$ cat config.mk
export PLATFORM = sky130hd
export DESIGN_NAME = greedy_vertex_colouring
export DESIGN_NICKNAME = d
export VERILOG_FILES = /design/src/design/gvc_pkg.sv /design/src/design/gvc_cell.sv /design/src/design/gvc_ring.sv /design/src/design/greedy_vertex_colouring.sv
export VERILOG_INCLUDE_DIRS = /design/src /design/src/design
export SDC_FILE = /design/constraint.sdc
export NUM_CORES = 1
export LEC_CHECK = 0
export BUFFER_PORTS_ARGS = -buffer_cell sky130_fd_sc_hd__buf_2
export CORE_MARGIN = 1.5
export CORE_UTILIZATION = 40
export DETAILED_ROUTE_END_ITERATION = 16
export HOLD_SLACK_MARGIN = 0.05
export PLACE_DENSITY = 0.56
export SETUP_SLACK_MARGIN = 0.02
export SKIP_CTS_REPAIR_TIMING = 1
export SLEW_MARGIN = 40
export SYNTH_ARGS = -nofsm -noshare
export SYNTH_HDL_FRONTEND = slang
export SYNTH_SLANG_ARGS = --single-unit
$ cat constraint.sdc
create_clock -name clk -period 3.8 [get_ports clk]
set_input_delay 0.38 -clock clk [delete_from_list [all_inputs] [get_ports clk]]
set_output_delay 0.38 -clock clk [all_outputs]
set_load 0.005 [all_outputs]
$ cat src/design/greedy_vertex_colouring_macros.svh
// Assertion macros for the greedy vertex colouring block.
// Needs a clk and an active-low rst_n in the scope of each use.
`ifndef GREEDY_VERTEX_COLOURING_MACROS_SVH
`define GREEDY_VERTEX_COLOURING_MACROS_SVH

`ifndef SYNTHESIS
`define GVC_ASSERT(lbl, cond, msg) \
  lbl: assert property (@(posedge clk) disable iff (!rst_n) cond) else $error(msg);
`define GVC_ASSERT_NEXT(lbl, pre, post, msg) \
  lbl: assert property (@(posedge clk) disable iff (!rst_n) pre |=> post) else $error(msg);
`else
`define GVC_ASSERT(lbl, cond, msg)
`define GVC_ASSERT_NEXT(lbl, pre, post, msg)
`endif

`endif

$ cat src/design/gvc_pkg.sv
// Shared constants, types and the first-free colour encoder.
// No dependencies.
`default_nettype none

package gvc_pkg;

  localparam int MAX_VERTICES = 64;
  localparam int VTX_W        = 7;
  localparam int COL_W        = 6;
  localparam int COL_N        = 1 << COL_W;
  localparam int MASK_W       = 64;
  localparam int OUT_VTX_W    = 6;
  localparam int CNT_W        = (MAX_VERTICES > 1) ? $clog2(MAX_VERTICES) : 1;

  localparam logic [OUT_VTX_W-1:0] VTX_OVF = OUT_VTX_W'(63);

  typedef struct packed {
    logic load;
    logic shift;
  } cell_ctrl_t;

  function automatic logic [COL_W-1:0] first_free(input logic [COL_N-1:0] used);
    logic [COL_W-1:0] c;
    c = COL_W'(COL_N - 1);
    for (int k = COL_N - 1; k >= 0; k--) begin
      if (!used[k]) c = COL_W'(k);
    end
    return c;
  endfunction

endpackage

`default_nettype wire

$ cat src/design/gvc_cell.sv
// One cell of the colour ring: a stored vertex colour and a neighbour flag.
// Uses gvc_pkg.
`default_nettype none

module gvc_cell (
  input  wire logic                     clk,
  input  wire gvc_pkg::cell_ctrl_t      ctrl,
  input  wire logic                     load_mask,
  input  wire logic                     wr_en,
  input  wire logic [gvc_pkg::COL_W-1:0] wr_colour,
  input  wire logic [gvc_pkg::COL_W-1:0] nb_colour,
  input  wire logic                     nb_mask,
  output logic      [gvc_pkg::COL_W-1:0] colour,
  output logic                          mask
);
  import gvc_pkg::*;

  logic [COL_W-1:0] colour_r, colour_nxt;
  logic             mask_r, mask_nxt;

  always_comb begin
    colour_nxt = colour_r;
    mask_nxt   = mask_r;
    if (wr_en) begin
      colour_nxt = wr_colour;
    end else if (ctrl.shift) begin
      colour_nxt = nb_colour;
    end
    if (ctrl.load) begin
      mask_nxt = load_mask;
    end else if (ctrl.shift) begin
      mask_nxt = nb_mask;
    end
  end

  always_ff @(posedge clk) begin
    colour_r <= colour_nxt;
    mask_r   <= mask_nxt;
  end

  assign colour = colour_r;
  assign mask   = mask_r;

endmodule

`default_nettype wire

$ cat src/design/gvc_ring.sv
// Ring of colour cells that rotates one place a cycle towards cell 0 while shift is set.
// Uses gvc_pkg and gvc_cell.
`default_nettype none

module gvc_ring (
  input  wire logic                            clk,
  input  wire gvc_pkg::cell_ctrl_t             ctrl,
  input  wire logic [gvc_pkg::MAX_VERTICES-1:0] load_mask,
  input  wire logic [gvc_pkg::MAX_VERTICES-1:0] wr_en,
  input  wire logic [gvc_pkg::COL_W-1:0]        wr_colour,
  output logic      [gvc_pkg::COL_W-1:0]        head_colour,
  output logic                                 head_mask
);
  import gvc_pkg::*;

  logic [COL_W-1:0] colour [MAX_VERTICES];
  logic             mask   [MAX_VERTICES];

  for (genvar i = 0; i < MAX_VERTICES; i++) begin : g_cell
    localparam int NB = (i + 1) % MAX_VERTICES;
    gvc_cell u_cell (
      .clk       (clk),
      .ctrl      (ctrl),
      .load_mask (load_mask[i]),
      .wr_en     (wr_en[i]),
      .wr_colour (wr_colour),
      .nb_colour (colour[NB]),
      .nb_mask   (mask[NB]),
      .colour    (colour[i]),
      .mask      (mask[i])
    );
  end

  assign head_colour = colour[0];
  assign head_mask   = mask[0];

endmodule

`default_nettype wire

$ cat src/design/greedy_vertex_colouring.sv
// Top level: vertex numbering, sweep control, used-colour accumulator, output register.
// Uses gvc_pkg, gvc_ring and the assertion macro header.
//
//  channel  direction  handshake            payload
//  in       input      in_valid / in_ready  in_new_graph, in_neighbor_mask
//  out      output     out_valid/out_ready  out_vertex, out_color, out_overflow
//
// An item is loaded, the colour ring then makes a full turn past the accumulator,
// and the result is encoded and stored. An overflow item skips the turn of the
// ring. One item is in work at a time; in_ready is high when idle. The result
// waits in an output register; a stalled result holds the encode step until taken.
// Reset is synchronous, active low; colour cells have none.
`default_nettype none

`include "greedy_vertex_colouring_macros.svh"

module greedy_vertex_colouring (
  input  wire logic                          clk,
  input  wire logic                          rst_n,
  input  wire logic                          in_valid,
  output logic                               in_ready,
  input  wire logic                          in_new_graph,
  input  wire logic [gvc_pkg::MASK_W-1:0]    in_neighbor_mask,
  output logic                               out_valid,
  input  wire logic                          out_ready,
  output logic      [gvc_pkg::OUT_VTX_W-1:0] out_vertex,
  output logic      [gvc_pkg::COL_W-1:0]     out_color,
  output logic                               out_overflow
);
  import gvc_pkg::*;

  localparam logic [1:0] S_IDLE  = 2'd0;
  localparam logic [1:0] S_SWEEP = 2'd1;
  localparam logic [1:0] S_EMIT  = 2'd2;

  localparam logic [CNT_W-1:0] CNT_LAST = CNT_W'(MAX_VERTICES - 1);
  localparam logic [VTX_W-1:0] CAP      = VTX_W'(MAX_VERTICES);

  logic [1:0]           state_r, state_nxt;
  logic [CNT_W-1:0]     cnt_r, cnt_nxt;
  logic [VTX_W-1:0]     next_vertex_r, next_vertex_nxt;
  logic [VTX_W-1:0]     vtx_r, vtx_nxt;
  logic                 ovf_r, ovf_nxt;
  logic [COL_N-1:0]     used_r, used_nxt;
  logic                 out_valid_r, out_valid_nxt;
  logic [OUT_VTX_W-1:0] out_vertex_r, out_vertex_nxt;
  logic [COL_W-1:0]     out_color_r, out_color_nxt;
  logic                 out_overflow_r, out_overflow_nxt;

  logic                    in_fire;
  logic                    emit_fire;
  logic [VTX_W-1:0]        v;
  logic                    v_ovf;
  logic [COL_W-1:0]        colour_sel;
  cell_ctrl_t              ctrl;
  logic [MAX_VERTICES-1:0] load_mask;
  logic [MAX_VERTICES-1:0] wr_en;
  logic [COL_W-1:0]        head_colour;
  logic                    head_mask;

  assign in_ready   = (state_r == S_IDLE);
  assign in_fire    = in_valid && in_ready;
  assign emit_fire  = (state_r == S_EMIT) && (!out_valid_r || out_ready);
  assign v          = in_new_graph ? '0 : next_vertex_r;
  assign v_ovf      = (v >= CAP);
  assign colour_sel = first_free(used_r);

  assign ctrl.load  = in_fire;
  assign ctrl.shift = (state_r == S_SWEEP);

  always_comb begin
    for (int i = 0; i < MAX_VERTICES; i++) begin
      load_mask[i] = in_neighbor_mask[i] && (VTX_W'(i) < v);
      wr_en[i]     = emit_fire && !ovf_r && (vtx_r == VTX_W'(i));
    end
  end

  gvc_ring u_ring (
    .clk         (clk),
    .ctrl        (ctrl),
    .load_mask   (load_mask),
    .wr_en       (wr_en),
    .wr_colour   (colour_sel),
    .head_colour (head_colour),
    .head_mask   (head_mask)
  );

  always_comb begin
    state_nxt        = state_r;
    cnt_nxt          = cnt_r;
    next_vertex_nxt  = next_vertex_r;
    vtx_nxt          = vtx_r;
    ovf_nxt          = ovf_r;
    used_nxt         = used_r;
    out_valid_nxt    = out_valid_r;
    out_vertex_nxt   = out_vertex_r;
    out_color_nxt    = out_color_r;
    out_overflow_nxt = out_overflow_r;

    if (out_valid_r && out_ready) out_valid_nxt = 1'b0;

    case (state_r)
      S_IDLE: begin
        if (in_fire) begin
          vtx_nxt  = v;
          ovf_nxt  = v_ovf;
          used_nxt = '0;
          cnt_nxt  = '0;
          if (v_ovf) begin
            next_vertex_nxt = CAP;
            state_nxt       = S_EMIT;
          end else begin
            next_vertex_nxt = v + VTX_W'(1);
            state_nxt       = S_SWEEP;
          end
        end
      end
      S_SWEEP: begin
        if (head_mask) used_nxt = used_r | (COL_N'(1) << head_colour);
        cnt_nxt = cnt_r + CNT_W'(1);
        if (cnt_r == CNT_LAST) state_nxt = S_EMIT;
      end
      S_EMIT: begin
        if (emit_fire) begin
          out_valid_nxt    = 1'b1;
          out_overflow_nxt = ovf_r;
          out_vertex_nxt   = ovf_r ? VTX_OVF : vtx_r[OUT_VTX_W-1:0];
          out_color_nxt    = ovf_r ? '0 : colour_sel;
          state_nxt        = S_IDLE;
        end
      end
      default: begin
        state_nxt = S_IDLE;
      end
    endcase
  end

  always_ff @(posedge clk) begin
    if (!rst_n) begin
      state_r       <= S_IDLE;
      cnt_r         <= '0;
      next_vertex_r <= '0;
      out_valid_r   <= 1'b0;
    end else begin
      state_r       <= state_nxt;
      cnt_r         <= cnt_nxt;
      next_vertex_r <= next_vertex_nxt;
      out_valid_r   <= out_valid_nxt;
    end
  end

  always_ff @(posedge clk) begin
    vtx_r          <= vtx_nxt;
    ovf_r          <= ovf_nxt;
    used_r         <= used_nxt;
    out_vertex_r   <= out_vertex_nxt;
    out_color_r    <= out_color_nxt;
    out_overflow_r <= out_overflow_nxt;
  end

  assign out_valid    = out_valid_r;
  assign out_vertex   = out_vertex_r;
  assign out_color    = out_color_r;
  assign out_overflow = out_overflow_r;

  `GVC_ASSERT_NEXT(a_accept_busy, in_fire, (state_r != S_IDLE), "accept left block idle")
  `GVC_ASSERT(a_vtx_cap, (next_vertex_r <= CAP), "vertex count beyond capacity")
  `GVC_ASSERT(a_ovf_fields, (out_valid_r && out_overflow_r |-> (out_vertex_r == VTX_OVF && out_color_r == '0)), "overflow result fields wrong")
  `GVC_ASSERT_NEXT(a_sweep_count, (state_r == S_SWEEP && cnt_r != CNT_LAST), (state_r == S_SWEEP && cnt_r == $past(cnt_r) + CNT_W'(1)), "sweep count skipped")

endmodule

`default_nettype wire
==> results.yml, run 1 <==
timing:
  slew_headroom_pct: 44.1
  holdWs_ps: 61.1
  grt_setup_unrepaired: "false"
  finalCritPeriodShare_pct: 76.8
  drv_slew: 0
  setup_viol: 0
  min_period_ps: 2920
  hold_viol_final: 0
  max_freq_mhz: 342
  tightest_slew_ps: 830
  fin_skew_ps: 17.1
  setup_tns_ps: 0
worst_setup_path:
  max_stage_delay_ps: 790
  crit_buf_inv: 0
  worst_ep_arrival_time_ps: 3150
  critPathSlowestCell: "o21ai_0"
  worstPathMaxFanout: 15
  startpoint_type: "register"
  crit_path_end_kind: "register"
  critical-path-top-delay-family: "simple AND/OR/NAND/NOR gates"
  required_ps: 4030
  crit_path_cell_trace: "or2_2, nor3_2, nand3_2, o21ai_0"
  worstSetupPathType: "reg -> reg"
die:
  fp.coreArea_um2: 60600
  rows: 90
  die_h_um: 251
  die_area_um2: 63000
  die_w_um: 251
  io_pins: 84
  start_util_pct: 40.6
final_layout:
  final_area_um2: 27800
  area_growth_pct: 13.0
  drive_gt1_share_pct: 16.8
  nets: 2239
  n_antenna_cell: 0
  finish.utilization_pct: 45.9
  fillCellCount: 5582
global_routing:
  grt_first_pass_wirelength_um: 92900
  antenna_found_initial: 1
  grt_max_degree: 68
  grt_usage_pct: 18.9
  grt_pass1_vias: 15946
  grt_overflow: 0
clock_network:
  clkSinkCount: 548
  numCtsBuffers: 59
  clock_latency_ps: 610
  htree_levels: 2
  clk_pin_slew_worst_paths_ps: 60
  ctsRootBufferMaster: "clkbuf_16"
  cts_max_path_buffers: 3
  cts_tree: "yes"
yosys:
  synthArstFlopShare_pct: 0
  ys_seq_elements: 548
  syn_avg_cell_area_um2: 11.6
  synth_flop_cell: "edfxtp_1"
  synth_fp_nets: 2191
  ys_warn_count: 0
  synth_edf_count: 532
  netlist_area_um2: 24600
  synth_cells: 2120
  yosysSeqAreaShare_pct: 66.2
  ys_types: 66
place:
  placed_area_um2: 25900
  gp_routability_congestion: 0.787
  hpwlAfterDp_um: 37800
  port_buffers: 83
hold_path:
  hp-class: "in -> reg"
routing:
  routedWlPerCell_um: 20.0
  drtAntennaViolNets: 0
  firstDrtPassIters: 5
  viasPerCell: 5.48
  drt_first_iter_violations: 1189
  wirelength_um: 59800
  vias: 16405
  drc: 0
pwr:
  power.density_nw_per_um2: 529
  p_int_mw: 11.2
  pwr-share-clk_pct: 38.2
  ir_worst_vdd_v: 0.000337
  p_switching_mw: 3.49
  p_sw_share_pct: 23.7
  power_frac_seq_pct: 53.0
  p_leak_nw: 10.1
  p_comb_share_pct: 8.8
run:
  drv_cap: 0
outcome:
  status: "completed"
## logic make-up (layout without fill, tap and decap cells)
group	Yosys count	count (layout)	synth area share [%]
DFF	548	548	66.2
buffers and inverters	164	256	2.77
and+or+nand+nor	796	796	14.3
adders and majority gates	2	2	0.102
AOI/OAI and AO/OA	498	498	11.4
muxes	112	112	5.13
## cells in the mapped netlist, types with 3 or more instances
master / number / share of area, %
and4_1: 5 / 0.18
a211oi_1: 3 / 0.092
buf_6: 6 / 0.27
and2_1: 13 / 0.33
nor3b_1: 3 / 0.092
buf_1: 3 / 0.046
nor2_4: 4 / 0.18
inv_1: 22 / 0.34
nand4_1: 18 / 0.46
o31ai_1: 3 / 0.092
o21ai_1: 19 / 0.39
a21boi_0: 8 / 0.24
buf_2: 17 / 0.35
a21o_1: 3 / 0.092
clkbuf_1: 115 / 1.8
or3_1: 5 / 0.13
a211o_1: 3 / 0.11
dfxtp_1: 16 / 1.3
nor3_2: 5 / 0.20
o211ai_1: 3 / 0.092
a22o_1: 5 / 0.18
nand2b_1: 13 / 0.33
a311oi_1: 3 / 0.11
a32o_1: 28 / 1.1
nor2_1: 121 / 1.8
nand2_2: 4 / 0.10
and3_1: 3 / 0.076
o2111ai_1: 7 / 0.25
nor3_1: 21 / 0.43
nor2_2: 7 / 0.18
or2_2: 8 / 0.20
a31oi_1: 18 / 0.46
edfxtp_1: 532 / 65
nand2_1: 480 / 7.3
o21ai_0: 308 / 6.3
nand3_1: 51 / 1.0
nor2b_1: 18 / 0.46
mux2_2: 111 / 5.1
a21oi_1: 78 / 1.6
## per-layer routing
metal | vias to the layer above | track usage (%) | wire length [µm]
met4 | 2 | 4.56 | 1090
met2 | 422 | 30.0 | 27600
met3 | 85 | 3.28 | 3210
met5 | - | 0 | 13
li1 | 7819 | - | -
met1 | 8077 | 27.1 | 27900
## registers in the layout (all words and copies together), names as in the netlist, 6 cells and up
| signal | flops |
|---|---|
| vtx_r | 7 |
| u_ring.g_cell.u_cell.mask | 64 |
| u_ring.g_cell.u_cell.colour | 384 |
| out_vertex | 6 |
| cnt_r | 6 |
| out_color | 6 |
| used_r | 63 |
| next_vertex_r | 7 |
## worst reg2reg max path, stage by stage (launching register included)
cell	delay (ps)
edfxtp_1	630
or2_2	410
nor3_2	330
nand3_2	380
o21ai_0	790
## path summary, 6_finish.rpt
check                           slack [ps]                                 end           startpoint  cells after the start
worst max-delay path                   880  u_ring.g_cell[22].u_cell.colour[1]                ovf_r                      4
worst min-delay path                    60        u_ring.g_cell[7].u_cell.mask  in_neighbor_mask[7]                      3
worst min register to register         480                            cnt_r[3]             cnt_r[3]                      1
worst max register to register         880  u_ring.g_cell[22].u_cell.colour[1]                ovf_r                      4
## layout by cell type, fill, tap and decap left out, drive strengths merged, types with 3 or more instances in the layout
cell type	count
clkbuf	73
and2	14
dfxtp	16
nand2b	14
o21ai	327
nand3	52
a311oi	3
nand2	484
a21oi	78
nor2b	18
edfxtp	532
bufinv	6
nand4	20
o2111ai	7
nor3	27
a211oi	3
nor3b	4
mux2	112
inv	22
a21boi	8
o31ai	3
or3	5
and3	3
a211o	3
or2	9
and4	5
o211ai	3
clkinv	26
buf	127
a22o	5
nor2	132
a32o	28
a31oi	18
a21o	3
## power groups by stage
stage | sequential, mW | combinational, mW | clock [mW]
2_1_floorplan | 7.79 | 0.906 | 0
3_3_place_gp | 7.92 | 1.23 | 0
3_5_place_dp | 7.91 | 1.28 | 0
4_1_cts | 7.80 | 1.29 | 5.74
5_1_grt | 7.86 | 1.45 | 5.94
6_report | 7.80 | 1.29 | 5.62
## stage by stage
step	std cells	setup slack [ps]	power [mW]
detailed placement	2887	537	9.19
global placement	2884	573	9.15
finish	2994	880	14.7
floorplan	2120	536	8.70
global route	2994	760	15.3
CTS	2992	779	14.8
## layout make-up
cell class              count  area (µm²)  area share, %
inverters                  23        86.3          0.311
clock inverters            32         293           1.05
repair buffers            128         872           3.14
clock buffers              73        1570           5.65
well taps                 782         978           3.52
flip-flops and latches    548       16300           58.6
multi-input cells        1408        7700           27.7
Power figures use the tool's default switching activity.
==> inputs of run 2 (changes only) <==
- ABC_AREA: not set -> 1
- clock period: 3.8 -> 2.79 ns (I/O delays scaled with it)
==> results.yml, run 2 <==
yosys:
  synthArstFlopShare_pct: 0
  synth_flop_cell: "edfxtp_1"
  netlist_area_um2: 25400
  synth_edf_count: 532
  ys_types: 33
  synth_cells: 2539
  synth.most_common_cell: "nand2_1"
  yosys-top-cells-count: "698 x nand2_1, 532 x edfxtp_1, 326 x o21ai_0, 219 x inv_1, 166 x nor2_1"
  yosysSeqAreaShare_pct: 64.2
  yosysTopAreaCellShare_pct: 62.9
  synth_fp_nets: 2610
  yosys.area.top_type: "edfxtp_1"
  ys_warn_count: 0
  syn_avg_cell_area_um2: 10.0
  yosys-top-cells-area: "edfxtp_1 63%, nand2_1 10%, o21ai_0 6.4%"
  ys_seq_elements: 548
die:
  die_h_um: 255
  die_area_um2: 65000
  start_util_pct: 40.4
  rows: 92
  io_pins: 84
  fp.coreArea_um2: 62900
  die_w_um: 255
worst_setup_path:
  required_ps: 3150
  crit_path_end_kind: "register"
  max_stage_delay_ps: 370
  r2r_cells: 65
  startpoint_type: "register"
  critPathSlowestCell: "edfxtp_1"
  worstPathMaxFanout: 29
  worst_ep_arrival_time_ps: 4610
  cpMostUsedCell: "nand2_1"
  worstSetupPathType: "reg -> reg"
pwr:
  power_frac_seq_pct: 52.4
  p_leak_nw: 11.3
  power.density_nw_per_um2: 677
  p_comb_share_pct: 12.2
  p_sw_share_pct: 26.1
  pwr-share-clk_pct: 35.4
  p_int_mw: 14.9
  p_switching_mw: 5.26
  ir_worst_vdd_v: 0.000602
timing:
  max_freq_mhz: 235
  setup_viol: 130
  min_period_ps: 4250
  setup_tns_ps: -122960
  hold_viol_final: 0
  fin_skew_ps: 26.1
  finalWorstSetupSlack_ps: -1460
  finalCritPeriodShare_pct: 152
  slew_headroom_pct: 46.9
  drv_slew: 0
  grt_setup_unrepaired: "true"
  tightest_slew_ps: 790
final_layout:
  drive_gt1_share_pct: 13.8
  regArea_um2: 16300
  largest_register_ffs: 384
  fillCellCount: 5904
  mostFrequentLayoutCells: "689 x nand2_1, 532 x edfxtp_1, 267 x o21ai_0"
  nets: 2791
  area_growth_pct: 17.3
  layout_commonest_cell: "nand2_1"
  multiInputGateArea_um2: 7840
routing:
  drt_first_iter_violations: 1820
  routedWlPerCell_um: 20.0
  vias: 19342
  firstDrtPassIters: 6
  drc: 0
  viasPerCell: 5.35
  wirelength_um: 72400
  drtAntennaViolNets: 0
place:
  port_buffers: 83
  gp_routability_congestion: 0.863
  pre_cts_ws_ps: -1440
  hpwlAfterDp_um: 46000
clock_network:
  numCtsBuffers: 58
  ctsRootBufferMaster: "clkbuf_16"
  cts_max_path_buffers: 3
  clk_pin_slew_worst_paths_ps: 60
  htree_levels: 2
  clkSinkCount: 548
  cts_tree: "yes"
  clock_latency_ps: 630
hold_path:
  whs_path_depth: 3
  hp-class: "in -> reg"
global_routing:
  antenna_found_initial: 1
  grt_first_pass_wirelength_um: 108000
  grt_overflow: 0
  grt_pass1_vias: 18664
  grt_max_degree: 126
  grt_usage_pct: 21.7
outcome:
  status: "finished, violations left"
  violations: "negative setup slack"
run:
  drv_cap: 0
## run 2: cell count changes after synthesis, sizes merged, moves of 13 or more
cell    previous run  this run
nor2             132       166
a32o              28        15
nand3             52       100
nand2b            14         0
and2              14         0
mux2             112         0
nand2            484       699
a31oi             18        40
inv               22       219
nor2b             18         0
nor3              27        97
a21oi             78       128
## run 2: routing by layer
metal	global-route usage, %	routed length [µm]	vias up
met2	34.4	32900	704
met1	29.8	31800	9293
met5	0	0	-
met4	8.39	2570	0
li1	-	-	9199
met3	3.75	5120	146
## run 2: power groups by stage
stage / Combinational, mW / Clock, mW / Sequential (mW)
after global routing: 2.71 / 7.55 / 10.6
after floorplan: 1.48 / 0 / 10.6
after detailed placement: 2.26 / 0 / 10.7
after global placement: 2.23 / 0 / 10.7
after CTS: 2.27 / 7.27 / 10.6
final: 2.46 / 7.14 / 10.6
## run 2: cell type report
class | instances | area share (%)
diodes | 1 | 0.00840
clock buffers | 69 | 5.08
clock inverters | 36 | 0.634
inverters | 224 | 2.84
multi-input cells | 1642 | 26.3
flip-flops and latches | 548 | 54.7
well taps | 846 | 3.55
repair buffers | 246 | 6.87
## run 2: final timing paths
| path | startpoint | end | slack [ps] |
|---|---|---|---|
| min reg2reg | next_vertex_r[2] | next_vertex_r[2] | 470 |
| max reg2reg | used_r[62] | u_ring.g_cell[7].u_cell.colour[0] | -1460 |
| min | in_neighbor_mask[22] | u_ring.g_cell[22].u_cell.mask | 50 |
| max | used_r[62] | u_ring.g_cell[7].u_cell.colour[0] | -1460 |
## run 2: stage by stage
stage	area (µm²)	hold WS (ps)	utilization (%)	power, mW	cells
CTS	29200	-120	46.4	20.1	3572
global route	29800	56.2	47.4	20.9	3612
detailed placement	27500	460	43.7	13.0	3467
global placement	27500	453	43.7	12.9	3467
finish	29800	46.6	47.4	20.2	3612
floorplan	25500	417	-	12.0	2539
## run 2: critical path: cells and delay by family (launching register included)
family,cells,cell delay (ps)
flip-flops,1,370
buffers and inverters,2,260
AND/OR/NAND/NOR,63,3320
## run 2: cell families (layout without fill, tap and decap cells)
kind of cell / after synthesis / after routing / share of synthesized area [%]
DFF: 548 / 548 / 64.2
AOI/OAI and AO/OA: 546 / 546 / 11.7
buffers and inverters: 349 / 575 / 5.58
adders and majority gates: 2 / 2 / 0.0985
and+or+nand+nor: 1094 / 1094 / 18.5
other: 0 / 1 / 0
